### src/rtl/rv64d_pkg.sv
`default_nettype none
// ============================================================================
// rv64d_pkg
// Shared types and constants of the radix-64 block value decoder: state
// encoding, configuration register indexes and the interface structs
// between the character front end, the shared arithmetic unit and the top.
// ============================================================================
package rv64d_pkg;

    localparam int ACC_W    = 30;   // five six-bit digits
    localparam int OUT_W    = 48;
    localparam int QUO_W    = 62;   // quotient of a 30-bit value shifted up by 32
    localparam int CNT_W    = 6;
    localparam int MUL_STEPS = 16;  // one step per bit of the integer scale
    localparam int DIV_STEPS = 62;  // one step per quotient bit

    localparam logic [7:0] CHAR_NEWLINE = 8'd10;

    localparam logic signed [63:0] OUT_MAX = 64'sd140737488355327;
    localparam logic signed [63:0] OUT_MIN = -64'sd140737488355328;

    typedef enum logic [2:0] {
        CFG_DIGITS = 3'd0,
        CFG_WORDS  = 3'd1,
        CFG_MODE   = 3'd2,
        CFG_SCALE  = 3'd3,
        CFG_OFFSET = 3'd4
    } cfg_index_t;

    typedef enum logic [1:0] {
        ST_IDLE,
        ST_CALC,
        ST_FINISH
    } dec_state_t;

    typedef struct packed {
        logic             emit;
        logic             last;
        logic [ACC_W-1:0] value;
    } front_evt_t;

    typedef struct packed {
        logic             start;
        logic             div_mode;
        logic [ACC_W-1:0] operand;
        logic [31:0]      divisor;
        logic [15:0]      multiplier;
    } arith_req_t;

    typedef struct packed {
        logic busy;
        logic done;
    } arith_stat_t;

endpackage
`default_nettype wire

### src/rtl/rv64d_front.sv
`default_nettype none
// ============================================================================
// rv64d_front
// Character front end: maps each character to a six-bit digit, packs digits
// into values and keeps the line, block and skip state. Flags a completed
// value in the same cycle as the transfer of its last character.
// ============================================================================
module rv64d_front
    import rv64d_pkg::*;
#(
    parameter int LINE_CHARS = 78,
    parameter int MAX_DIGITS = 5
)
(
    input  logic        clk,
    input  logic        rst_n,
    input  logic        step,
    input  logic [7:0]  char_in,
    input  logic [2:0]  digits_cfg,
    input  logic [23:0] words_cfg,
    output front_evt_t  evt
);

    localparam logic [6:0] PER_LINE_1 = 7'(LINE_CHARS / 1);
    localparam logic [6:0] PER_LINE_2 = 7'(LINE_CHARS / 2);
    localparam logic [6:0] PER_LINE_3 = 7'(LINE_CHARS / 3);
    localparam logic [6:0] PER_LINE_4 = 7'(LINE_CHARS / 4);
    localparam logic [6:0] PER_LINE_5 = 7'(LINE_CHARS / 5);

    function automatic logic [5:0] sym_value(input logic [7:0] c);
        logic [5:0] d;
        d = 6'd0;
        if (c >= 8'd48 && c <= 8'd57)
        begin
            d = 6'(c - 8'd48);
        end
        else if (c >= 8'd65 && c <= 8'd90)
        begin
            d = 6'(c - 8'd55);
        end
        else if (c >= 8'd97 && c <= 8'd122)
        begin
            d = 6'(c - 8'd61);
        end
        else if (c == 8'd123)
        begin
            d = 6'd62;
        end
        else if (c == 8'd124)
        begin
            d = 6'd63;
        end
        return d;
    endfunction

    logic [ACC_W-1:0] acc_reg, acc_next;
    logic [2:0]       dcnt_reg, dcnt_next;
    logic [6:0]       line_reg, line_next;
    logic [23:0]      block_reg, block_next;
    logic             skip_reg, skip_next;

    logic [2:0]       digits;
    logic [23:0]      words;
    logic [6:0]       per_line;
    logic [ACC_W-1:0] acc_shift;
    logic [2:0]       dcnt_inc;
    logic [6:0]       line_inc;
    logic [23:0]      block_inc;

    always_comb
    begin
        priority if (digits_cfg == 3'd0)
        begin
            digits = 3'd1;
        end
        else if (digits_cfg > 3'(MAX_DIGITS))
        begin
            digits = 3'(MAX_DIGITS);
        end
        else
        begin
            digits = digits_cfg;
        end
    end

    assign words = (words_cfg == 24'd0) ? 24'd1 : words_cfg;

    always_comb
    begin
        unique case (digits)
            3'd1:    per_line = PER_LINE_1;
            3'd2:    per_line = PER_LINE_2;
            3'd3:    per_line = PER_LINE_3;
            3'd4:    per_line = PER_LINE_4;
            default: per_line = PER_LINE_5;
        endcase
    end

    assign acc_shift = {acc_reg[ACC_W-7:0], sym_value(char_in)};
    assign dcnt_inc  = dcnt_reg + 3'd1;
    assign line_inc  = line_reg + 7'd1;
    assign block_inc = block_reg + 24'd1;

    always_comb
    begin
        acc_next   = acc_reg;
        dcnt_next  = dcnt_reg;
        line_next  = line_reg;
        block_next = block_reg;
        skip_next  = skip_reg;
        evt        = '0;
        evt.value  = acc_shift;
        if (step)
        begin
            priority if (char_in == CHAR_NEWLINE)
            begin
                skip_next = 1'b0;
                line_next = 7'd0;
                dcnt_next = 3'd0;
                acc_next  = '0;
            end
            else if (skip_reg)
            begin
                skip_next = 1'b1;
            end
            else if (dcnt_inc < digits)
            begin
                acc_next  = acc_shift;
                dcnt_next = dcnt_inc;
            end
            else
            begin
                evt.emit   = 1'b1;
                acc_next   = '0;
                dcnt_next  = 3'd0;
                line_next  = line_inc;
                block_next = block_inc;
                if (block_inc >= words)
                begin
                    evt.last   = 1'b1;
                    block_next = 24'd0;
                    line_next  = 7'd0;
                    skip_next  = 1'b1;
                end
                else if (line_inc >= per_line)
                begin
                    line_next = 7'd0;
                    skip_next = 1'b1;
                end
            end
        end
    end

    always_ff @(posedge clk or negedge rst_n)
    begin
        if (!rst_n)
        begin
            acc_reg   <= '0;
            dcnt_reg  <= 3'd0;
            line_reg  <= 7'd0;
            block_reg <= 24'd0;
            skip_reg  <= 1'b0;
        end
        else
        begin
            acc_reg   <= acc_next;
            dcnt_reg  <= dcnt_next;
            line_reg  <= line_next;
            block_reg <= block_next;
            skip_reg  <= skip_next;
        end
    end

endmodule
`default_nettype wire

### src/rtl/rv64d_arith.sv
`default_nettype none
// ============================================================================
// rv64d_arith
// Shared add/subtract unit under a step counter. Integer mode runs a
// shift-add multiply over the sixteen integer bits of the scale; fraction
// mode runs a restoring divide that produces one quotient bit per step.
// ============================================================================
module rv64d_arith
    import rv64d_pkg::*;
(
    input  logic             clk,
    input  logic             rst_n,
    input  arith_req_t       req,
    output arith_stat_t      stat,
    output logic [QUO_W-1:0] result
);

    logic             busy_reg, busy_next;
    logic [CNT_W-1:0] cnt_reg, cnt_next;
    logic             div_reg, div_next;
    logic [32:0]      rem_reg, rem_next;
    logic [QUO_W-1:0] nq_reg, nq_next;
    logic [31:0]      opnd_reg, opnd_next;

    logic [32:0]      rem_sh;
    logic [33:0]      add_a;
    logic [33:0]      add_b;
    logic [33:0]      sum;
    logic [CNT_W-1:0] last_step;

    assign rem_sh    = {rem_reg[31:0], nq_reg[QUO_W-1]};
    assign add_a     = div_reg ? {1'b0, rem_sh} : {1'b0, rem_reg};
    assign add_b     = (div_reg || nq_reg[0]) ? {2'b00, opnd_reg} : 34'd0;
    // One adder serves both operations: subtract for the divide, add otherwise.
    assign sum       = add_a + (add_b ^ {34{div_reg}}) + {33'd0, div_reg};
    assign last_step = div_reg ? CNT_W'(DIV_STEPS - 1) : CNT_W'(MUL_STEPS - 1);

    assign stat.busy = busy_reg;
    assign stat.done = busy_reg && (cnt_reg == last_step);
    assign result    = div_reg ? nq_reg
                               : {16'd0, rem_reg[ACC_W-1:0], nq_reg[15:0]};

    always_comb
    begin
        busy_next = busy_reg;
        cnt_next  = cnt_reg;
        div_next  = div_reg;
        rem_next  = rem_reg;
        nq_next   = nq_reg;
        opnd_next = opnd_reg;
        if (req.start)
        begin
            busy_next = 1'b1;
            cnt_next  = '0;
            div_next  = req.div_mode;
            rem_next  = 33'd0;
            if (req.div_mode)
            begin
                opnd_next = req.divisor;
                nq_next   = {req.operand, 32'd0};
            end
            else
            begin
                opnd_next = {2'b00, req.operand};
                nq_next   = {46'd0, req.multiplier};
            end
        end
        else if (busy_reg)
        begin
            cnt_next = cnt_reg + CNT_W'(1);
            if (stat.done)
            begin
                busy_next = 1'b0;
            end
            if (div_reg)
            begin
                // A clear sign bit means the remainder covered the divisor.
                if (!sum[33])
                begin
                    rem_next = sum[32:0];
                end
                else
                begin
                    rem_next = rem_sh;
                end
                nq_next = {nq_reg[QUO_W-2:0], ~sum[33]};
            end
            else
            begin
                rem_next = sum[33:1];
                nq_next  = {nq_reg[QUO_W-1:16], sum[0], nq_reg[15:1]};
            end
        end
    end

    always_ff @(posedge clk or negedge rst_n)
    begin
        if (!rst_n)
        begin
            busy_reg <= 1'b0;
            cnt_reg  <= '0;
            div_reg  <= 1'b0;
        end
        else
        begin
            busy_reg <= busy_next;
            cnt_reg  <= cnt_next;
            div_reg  <= div_next;
        end
    end

    always_ff @(posedge clk)
    begin
        rem_reg  <= rem_next;
        nq_reg   <= nq_next;
        opnd_reg <= opnd_next;
    end

endmodule
`default_nettype wire

### src/rtl/radix64_block_value_decoder.sv
`default_nettype none
// ============================================================================
// radix64_block_value_decoder
// Decodes a radix-64 text stream into packed integer values, then scales
// and offsets each value in integer or Q16.16 fraction mode.
// ============================================================================
//
//  Channel | Handshake             | Payload
//  --------+-----------------------+------------------------------
//  input   | in_valid / in_ready   | char_in
//  output  | out_valid / out_ready | value_out, last_value
//  config  | cfg_valid / cfg_ready | cfg_index, cfg_data
//
//  A character that completes no value leaves input ready.
//  A character that completes a value holds off input while the 16
//  multiply steps in integer mode or 62 divide steps in fraction mode of
//  the shared add/subtract unit run (none with a zero divisor) and until
//  the output register is loaded.
//  The output register lets input continue while a result waits; a second
//  value waits in the final step until that register is free.
//  Reset is asynchronous and restores the default register settings.
//
module radix64_block_value_decoder
    import rv64d_pkg::*;
#(
    parameter int LINE_CHARS = 78,
    parameter int MAX_DIGITS = 5
)
(
    input  logic                    clk,
    input  logic                    rst_n,
    input  logic                    in_valid,
    output logic                    in_ready,
    input  logic [7:0]              char_in,
    output logic                    out_valid,
    input  logic                    out_ready,
    output logic signed [OUT_W-1:0] value_out,
    output logic                    last_value,
    input  logic                    cfg_valid,
    output logic                    cfg_ready,
    input  logic [2:0]              cfg_index,
    input  logic [31:0]             cfg_data
);

    dec_state_t state_reg, state_next;

    logic [2:0]  digits_reg;
    logic [23:0] words_reg;
    logic        mode_reg;
    logic [31:0] scale_reg;
    logic [31:0] offset_reg;

    logic             out_valid_reg, out_valid_next;
    logic [OUT_W-1:0] value_reg;
    logic             last_reg;
    logic             last_pend_reg;
    logic             dz_reg;

    front_evt_t       front_evt;
    arith_req_t       arith_req;
    arith_stat_t      arith_stat;
    logic [QUO_W-1:0] arith_result;

    logic        in_accept;
    logic        div_zero;
    logic        out_free;
    logic        load_out;
    logic [16:0] ioff;
    logic signed [63:0] base64;
    logic signed [63:0] sub64;
    logic signed [63:0] diff64;
    logic [OUT_W-1:0]   clamped;

    assign in_accept = in_valid && in_ready;
    assign div_zero  = mode_reg && (scale_reg == 32'd0);
    assign out_free  = !out_valid_reg || out_ready;
    assign cfg_ready = 1'b1;

    rv64d_front #(
        .LINE_CHARS (LINE_CHARS),
        .MAX_DIGITS (MAX_DIGITS)
    ) u_front (
        .clk        (clk),
        .rst_n      (rst_n),
        .step       (in_accept),
        .char_in    (char_in),
        .digits_cfg (digits_reg),
        .words_cfg  (words_reg),
        .evt        (front_evt)
    );

    rv64d_arith u_arith (
        .clk    (clk),
        .rst_n  (rst_n),
        .req    (arith_req),
        .stat   (arith_stat),
        .result (arith_result)
    );

    always_comb
    begin
        state_next = state_reg;
        unique case (state_reg)
            ST_IDLE:
            begin
                if (in_accept && front_evt.emit)
                begin
                    state_next = div_zero ? ST_FINISH : ST_CALC;
                end
            end
            ST_CALC:
            begin
                if (arith_stat.done)
                begin
                    state_next = ST_FINISH;
                end
            end
            ST_FINISH:
            begin
                if (out_free)
                begin
                    state_next = ST_IDLE;
                end
            end
            default:
            begin
                state_next = ST_IDLE;
            end
        endcase
    end

    always_comb
    begin
        in_ready             = (state_reg == ST_IDLE);
        load_out             = (state_reg == ST_FINISH) && out_free;
        arith_req.start      = (state_reg == ST_IDLE) && in_accept && front_evt.emit
                               && !div_zero;
        arith_req.div_mode   = mode_reg;
        arith_req.operand    = front_evt.value;
        arith_req.divisor    = scale_reg;
        arith_req.multiplier = scale_reg[31:16];
    end

    // Integer offset truncates toward zero: negative values with a fraction
    // round up by one.
    assign ioff   = {offset_reg[31], offset_reg[31:16]}
                    + {16'd0, offset_reg[31] && (offset_reg[15:0] != 16'd0)};
    assign base64 = dz_reg ? OUT_MAX : {2'b00, arith_result};
    assign sub64  = mode_reg ? {{32{offset_reg[31]}}, offset_reg}
                             : {{47{ioff[16]}}, ioff};
    assign diff64 = base64 - sub64;

    always_comb
    begin
        priority if (diff64 > OUT_MAX)
        begin
            clamped = OUT_MAX[OUT_W-1:0];
        end
        else if (diff64 < OUT_MIN)
        begin
            clamped = OUT_MIN[OUT_W-1:0];
        end
        else
        begin
            clamped = diff64[OUT_W-1:0];
        end
    end

    always_comb
    begin
        out_valid_next = out_valid_reg;
        if (load_out)
        begin
            out_valid_next = 1'b1;
        end
        else if (out_ready)
        begin
            out_valid_next = 1'b0;
        end
    end

    always_ff @(posedge clk or negedge rst_n)
    begin
        if (!rst_n)
        begin
            state_reg     <= ST_IDLE;
            out_valid_reg <= 1'b0;
            dz_reg        <= 1'b0;
            digits_reg    <= 3'd1;
            words_reg     <= 24'd1;
            mode_reg      <= 1'b0;
            scale_reg     <= 32'd65536;
            offset_reg    <= 32'd0;
        end
        else
        begin
            state_reg     <= state_next;
            out_valid_reg <= out_valid_next;
            if (in_accept && front_evt.emit)
            begin
                dz_reg <= div_zero;
            end
            if (cfg_valid && cfg_ready)
            begin
                case (cfg_index)
                    CFG_DIGITS: digits_reg <= cfg_data[2:0];
                    CFG_WORDS:  words_reg  <= cfg_data[23:0];
                    CFG_MODE:   mode_reg   <= cfg_data[0];
                    CFG_SCALE:  scale_reg  <= cfg_data;
                    CFG_OFFSET: offset_reg <= cfg_data;
                    default:    ;
                endcase
            end
        end
    end

    always_ff @(posedge clk)
    begin
        if (in_accept && front_evt.emit)
        begin
            last_pend_reg <= front_evt.last;
        end
        if (load_out)
        begin
            value_reg <= clamped;
            last_reg  <= last_pend_reg;
        end
    end

    assign out_valid  = out_valid_reg;
    assign value_out  = value_reg;
    assign last_value = last_reg;

`ifndef NO_ASSERTIONS
    a_done_in_calc: assert property (@(posedge clk) disable iff (!rst_n)
        arith_stat.done |-> (state_reg == ST_CALC))
        else $error("arithmetic unit finished outside the calculation state");

    a_no_input_while_busy: assert property (@(posedge clk) disable iff (!rst_n)
        arith_stat.busy |-> !in_ready)
        else $error("input taken while the arithmetic unit is busy");

    a_start_runs: assert property (@(posedge clk) disable iff (!rst_n)
        arith_req.start |=> (arith_stat.busy && state_reg == ST_CALC))
        else $error("started value is not being calculated");

    a_finish_loads: assert property (@(posedge clk) disable iff (!rst_n)
        (state_reg == ST_FINISH && out_free) |=> (out_valid && state_reg == ST_IDLE))
        else $error("finished value did not reach the output register");
`endif

endmodule
`default_nettype wire
### config.mk
export PLATFORM = sky130hd
export DESIGN_NAME = radix64_block_value_decoder
export DESIGN_NICKNAME = d
export VERILOG_FILES = /design/src/rtl/rv64d_pkg.sv /design/src/rtl/rv64d_front.sv /design/src/rtl/rv64d_arith.sv /design/src/rtl/radix64_block_value_decoder.sv
export SDC_FILE = /design/constraint.sdc
export NUM_CORES = 1
export LEC_CHECK = 0
export ABC_AREA = 1
export BUFFER_PORTS_ARGS = -buffer_cell sky130_fd_sc_hd__buf_4
export CAP_MARGIN = 20
export CORE_MARGIN = 8
export CORE_UTILIZATION = 40
export CTS_BUF_LIST = sky130_fd_sc_hd__clkbuf_8
export DETAILED_ROUTE_END_ITERATION = 8
export GPL_ROUTABILITY_DRIVEN = 0
export GPL_TIMING_DRIVEN = 0
export SYNTH_ARGS = -nofsm -noshare
export SYNTH_HDL_FRONTEND = slang
export SYNTH_SLANG_ARGS = --single-unit
### constraint.sdc
create_clock -name clk -period 5.82 [get_ports clk]
set_clock_uncertainty 0.2 [all_clocks]
set_input_delay 0.291 -clock clk [delete_from_list [all_inputs] [get_ports clk]]
set_output_delay 0.291 -clock clk [all_outputs]
set_load 0.05 [all_outputs]
==> results.yml <==
cells_and_area:
  final_util_pct: 46.5
  largest_reg_flops: 62
  register_area_sq_um: 9070
  fin_nets: 4212
  layout_commonest_cell: "nand2_1"
  multi_input_area_sq_um: 14000
  fillers: 6764
  drive_above_1_share_pct: 11.1
  layout_common_cells: "1,137 x nand2_1, 647 x inv_1, 312 x o21ai_0"
  final_area_sq_um: 30000
  syn_to_final_growth_pct: 15.0
critical_path:
  cp.arrival_ns: 5.74
  worstPathRequired_ns: 6.03
  critPathCaptureType: "flip-flop"
  critPathLaunchType: "flip-flop"
  worstPathMaxFanout: 10
  path_class: "flip-flop to flip-flop"
placed_design:
  place_hpwl_mm: 71.4
  io_buffer_count: 96
  post_dp_cell_area_sq_um: 28000
yosys:
  syn_area_sq_um: 26100
  yosysSeqAreaShare_pct: 34.7
  synth_edf_count: 144
  synth-async-reset-ratio_pct: 47.9
  syn_avg_cell_area_sq_um: 6.85
  synth_nets: 4000
  netlist_instances: 3809
  ys_seq_elements: 340
  ys.flop_type: "dfrtp_1"
  yosysUniqueCellTypes: 63
  ys_warn_count: 0
global_routing:
  grt_pass1_wl_mm: 136
  antenna_found_initial: 1
  first_global_vias: 23900
  grt_overflow_total: 0
  grt_usage_pct: 23.4
  grt_max_degree: 96
run_status:
  status: "complete, no violations"
power:
  switching_share_pct: 53.8
  seqPwrFrac_pct: 19.7
  totalPowerFinal_mw: 19.8
  p_sw_mw: 10.6
  clockPowerShare_pct: 12.4
  ir_drop_mv: 0.223
  internal_power_mw: 9.14
  pwr-share-comb_pct: 67.9
  cellPowerDensity_nw_per_um2: 659
  p_leak_nw: 15.3
drt:
  via_per_inst: 5.17
  drt-pass1-iter-count: 6
  met1_length_mm: 39.7
  routedWlPerCell_um: 18.2
  drt_iter0_drc: 2545
  detail-route-antenna-nets: 0
  route.top_layer_used: "met4"
  drcViolationCount: 0
  wirelength_mm: 89.5
  wl_met3_mm: 6.07
  num_vias: 25500
  wl_met2_mm: 40.2
floorplanning:
  die_h_um: 271
  num_rows: 93
  die_area_sq_um: 73700
  core_sq_um: 64500
  pin_count: 100
  initial_utilization_pct: 40.5
  die_w_um: 271
sta:
  finalCritPeriodShare_pct: 95.1
  tightest_slew_ns: 0.936
  tns_ns: 0
  fin_hold_ws_ns: 0.0837
  hold_viol: 0
  final_max_slew_viol_count: 0
  rsz0062_at_grt: "false"
  setup_viol: 0
  relSlewSlack_pct: 37.5
  min_period_ns: 5.54
  clock.fmax_mhz: 181
clocking:
  cts_tree: "done"
  clkSinkCount: 340
  cts_buffers: 61
  root_buffer: "clkbuf_8"
  cts_max_path_buffers: 3
  clk_latency_ns: 0.70
  clk_pin_slew_ns: 0.06
  h-tree-depth: 2
run:
  max_cap_viol_count: 0
worst_hold_path:
  hold_class: "input pin to flip-flop"
[power by group through the flow]
| stage | sequential [mW] | combinational [mW] | clock [mW] |
|---|---|---|---|
| 3_5_place_dp | 3.92 | 13.0 | 0 |
| 5_1_grt | 3.97 | 14.9 | 2.57 |
| 4_1_cts | 3.88 | 13.1 | 2.48 |
| 6_report | 3.90 | 13.4 | 2.44 |
| 2_1_floorplan | 4.01 | 9.31 | 0 |
| 3_3_place_gp | 3.95 | 12.9 | 0 |
[synthesized netlist by cell type, types with 6 or more instances]
master / instances / share of area, %
a21o_1: 9 / 0.26
a21oi_1: 167 / 3.2
a22oi_1: 6 / 0.17
a31oi_1: 22 / 0.53
buf_12: 6 / 0.46
buf_2: 16 / 0.31
buf_4: 11 / 0.32
clkbuf_1: 77 / 1.1
clkinv_1: 6 / 0.086
dfrtp_1: 160 / 15
dfxtp_1: 33 / 2.5
edfxtp_1: 144 / 17
ha_1: 141 / 6.8
inv_1: 632 / 9.1
inv_2: 32 / 0.46
nand2_1: 1142 / 16
nand2_2: 86 / 2.1
nand3_1: 144 / 2.8
nand3b_1: 9 / 0.26
nand4_1: 23 / 0.55
nor2_1: 230 / 3.3
nor2_2: 32 / 0.77
nor3_1: 46 / 0.88
nor4_1: 12 / 0.29
o211ai_1: 21 / 0.60
o21ai_0: 325 / 6.2
o21ai_1: 21 / 0.40
o21bai_1: 9 / 0.26
o221ai_1: 15 / 0.50
o22ai_1: 58 / 1.4
o32ai_1: 14 / 0.47
xnor2_1: 33 / 1.1
xor2_1: 64 / 2.1
[worst max-delay path: stages (launching register included)]
cell and delay, ns:
dfrtp_1 0.43, buf_4 0.21, inv_2 0.12, clkbuf_1 0.46
clkbuf_2 0.38, buf_1 0.50, nand2_1 0.24, nand3_1 0.22
ha_1 0.35, nand2_1 0.11, nand2_1 0.11, inv_1 0.07
nand2_1 0.07, a21oi_1 0.18, nor2_1 0.06, nor2_1 0.21
nand3_1 0.14, nand2_1 0.08, nand2_1 0.05, nor2_1 0.17
nand2_1 0.09, nor2_1 0.13, nand3_2 0.11, nand2_2 0.13
buf_6 0.20, buf_12 0.15, nand2_2 0.06
[through the flow]
step	setup slack (ns)	cells
floorplan	0.664	3809
global placement	-1.67	4760
detailed placement	0.0470	4764
CTS	0.0345	4925
global route	0.000977	4929
finish	0.283	4929
[repair_timing]
item | CTS | global route
gates resized for setup | 1 | 60
buffers inserted | 0 | 2
hold buffers | 46 | 0
endpoints found under the hold margin | 259 | 0
endpoints found under the setup margin | 14 | 47
cloned | 0 | 1
pin swaps | 0 | 2
[cell type report]
type                            instances  area share (%)
Clock inverter                         37           0.855
Buffer                                118            2.13
Tap cell                              855            3.57
Timing Repair Buffer                  148            4.39
Inverter                              671            8.44
Clock buffer                           78            3.58
Timing Repair inverter                  1          0.0292
Multi-Input combinational cell       2680            46.8
Sequential cell                       340            30.2
Antenna cell                            1         0.00834
[final timing paths]
kind / startpoint / to / slack (ns) / cells after the start
setup / recovery: u_arith.div_reg$_DFFE_PN0P_ / value_out[31]$_SDFFCE_PN1P_ / 0.28 / 26
hold / removal: char_in[1] / u_front.acc_reg[1]$_DFFE_PN0P_ / 0.08 / 3
setup reg to reg: u_arith.div_reg$_DFFE_PN0P_ / value_out[31]$_SDFFCE_PN1P_ / 0.28 / 26
hold reg to reg: last_pend_reg$_SDFFCE_PP0P_ / last_value$_DFFE_PP_ / 0.22 / 0
max in group asynchronous: rst_n / u_front.acc_reg[2]$_DFFE_PN0P_ / 4.38 / 4
min in group asynchronous: rst_n / scale_reg[16]$_DFFE_PN1P_ / 0.52 / 3
[logic make-up after synthesis]
| logic type | Yosys count | synth area share, % |
|---|---|---|
| buffers and inverters | 789 | 12.1 |
| other | 1 | 0.0144 |
| DFF | 340 | 34.7 |
| muxes | 1 | 0.0384 |
| adders and majority gates | 143 | 6.91 |
| AOI/OAI and AO/OA | 690 | 14.8 |
| xor gates and xnor gates | 97 | 3.25 |
| and+or+nand+nor | 1748 | 28.2 |
[per-layer routing]
layer | global-route usage, % | vias to the layer above
met2 | 37.4 | 927
li1 | - | 12700
met4 | 8.63 | 0
met1 | 32.2 | 11700
met3 | 2.81 | 162
met5 | 0 | -
Power figures use the tool's default switching activity.
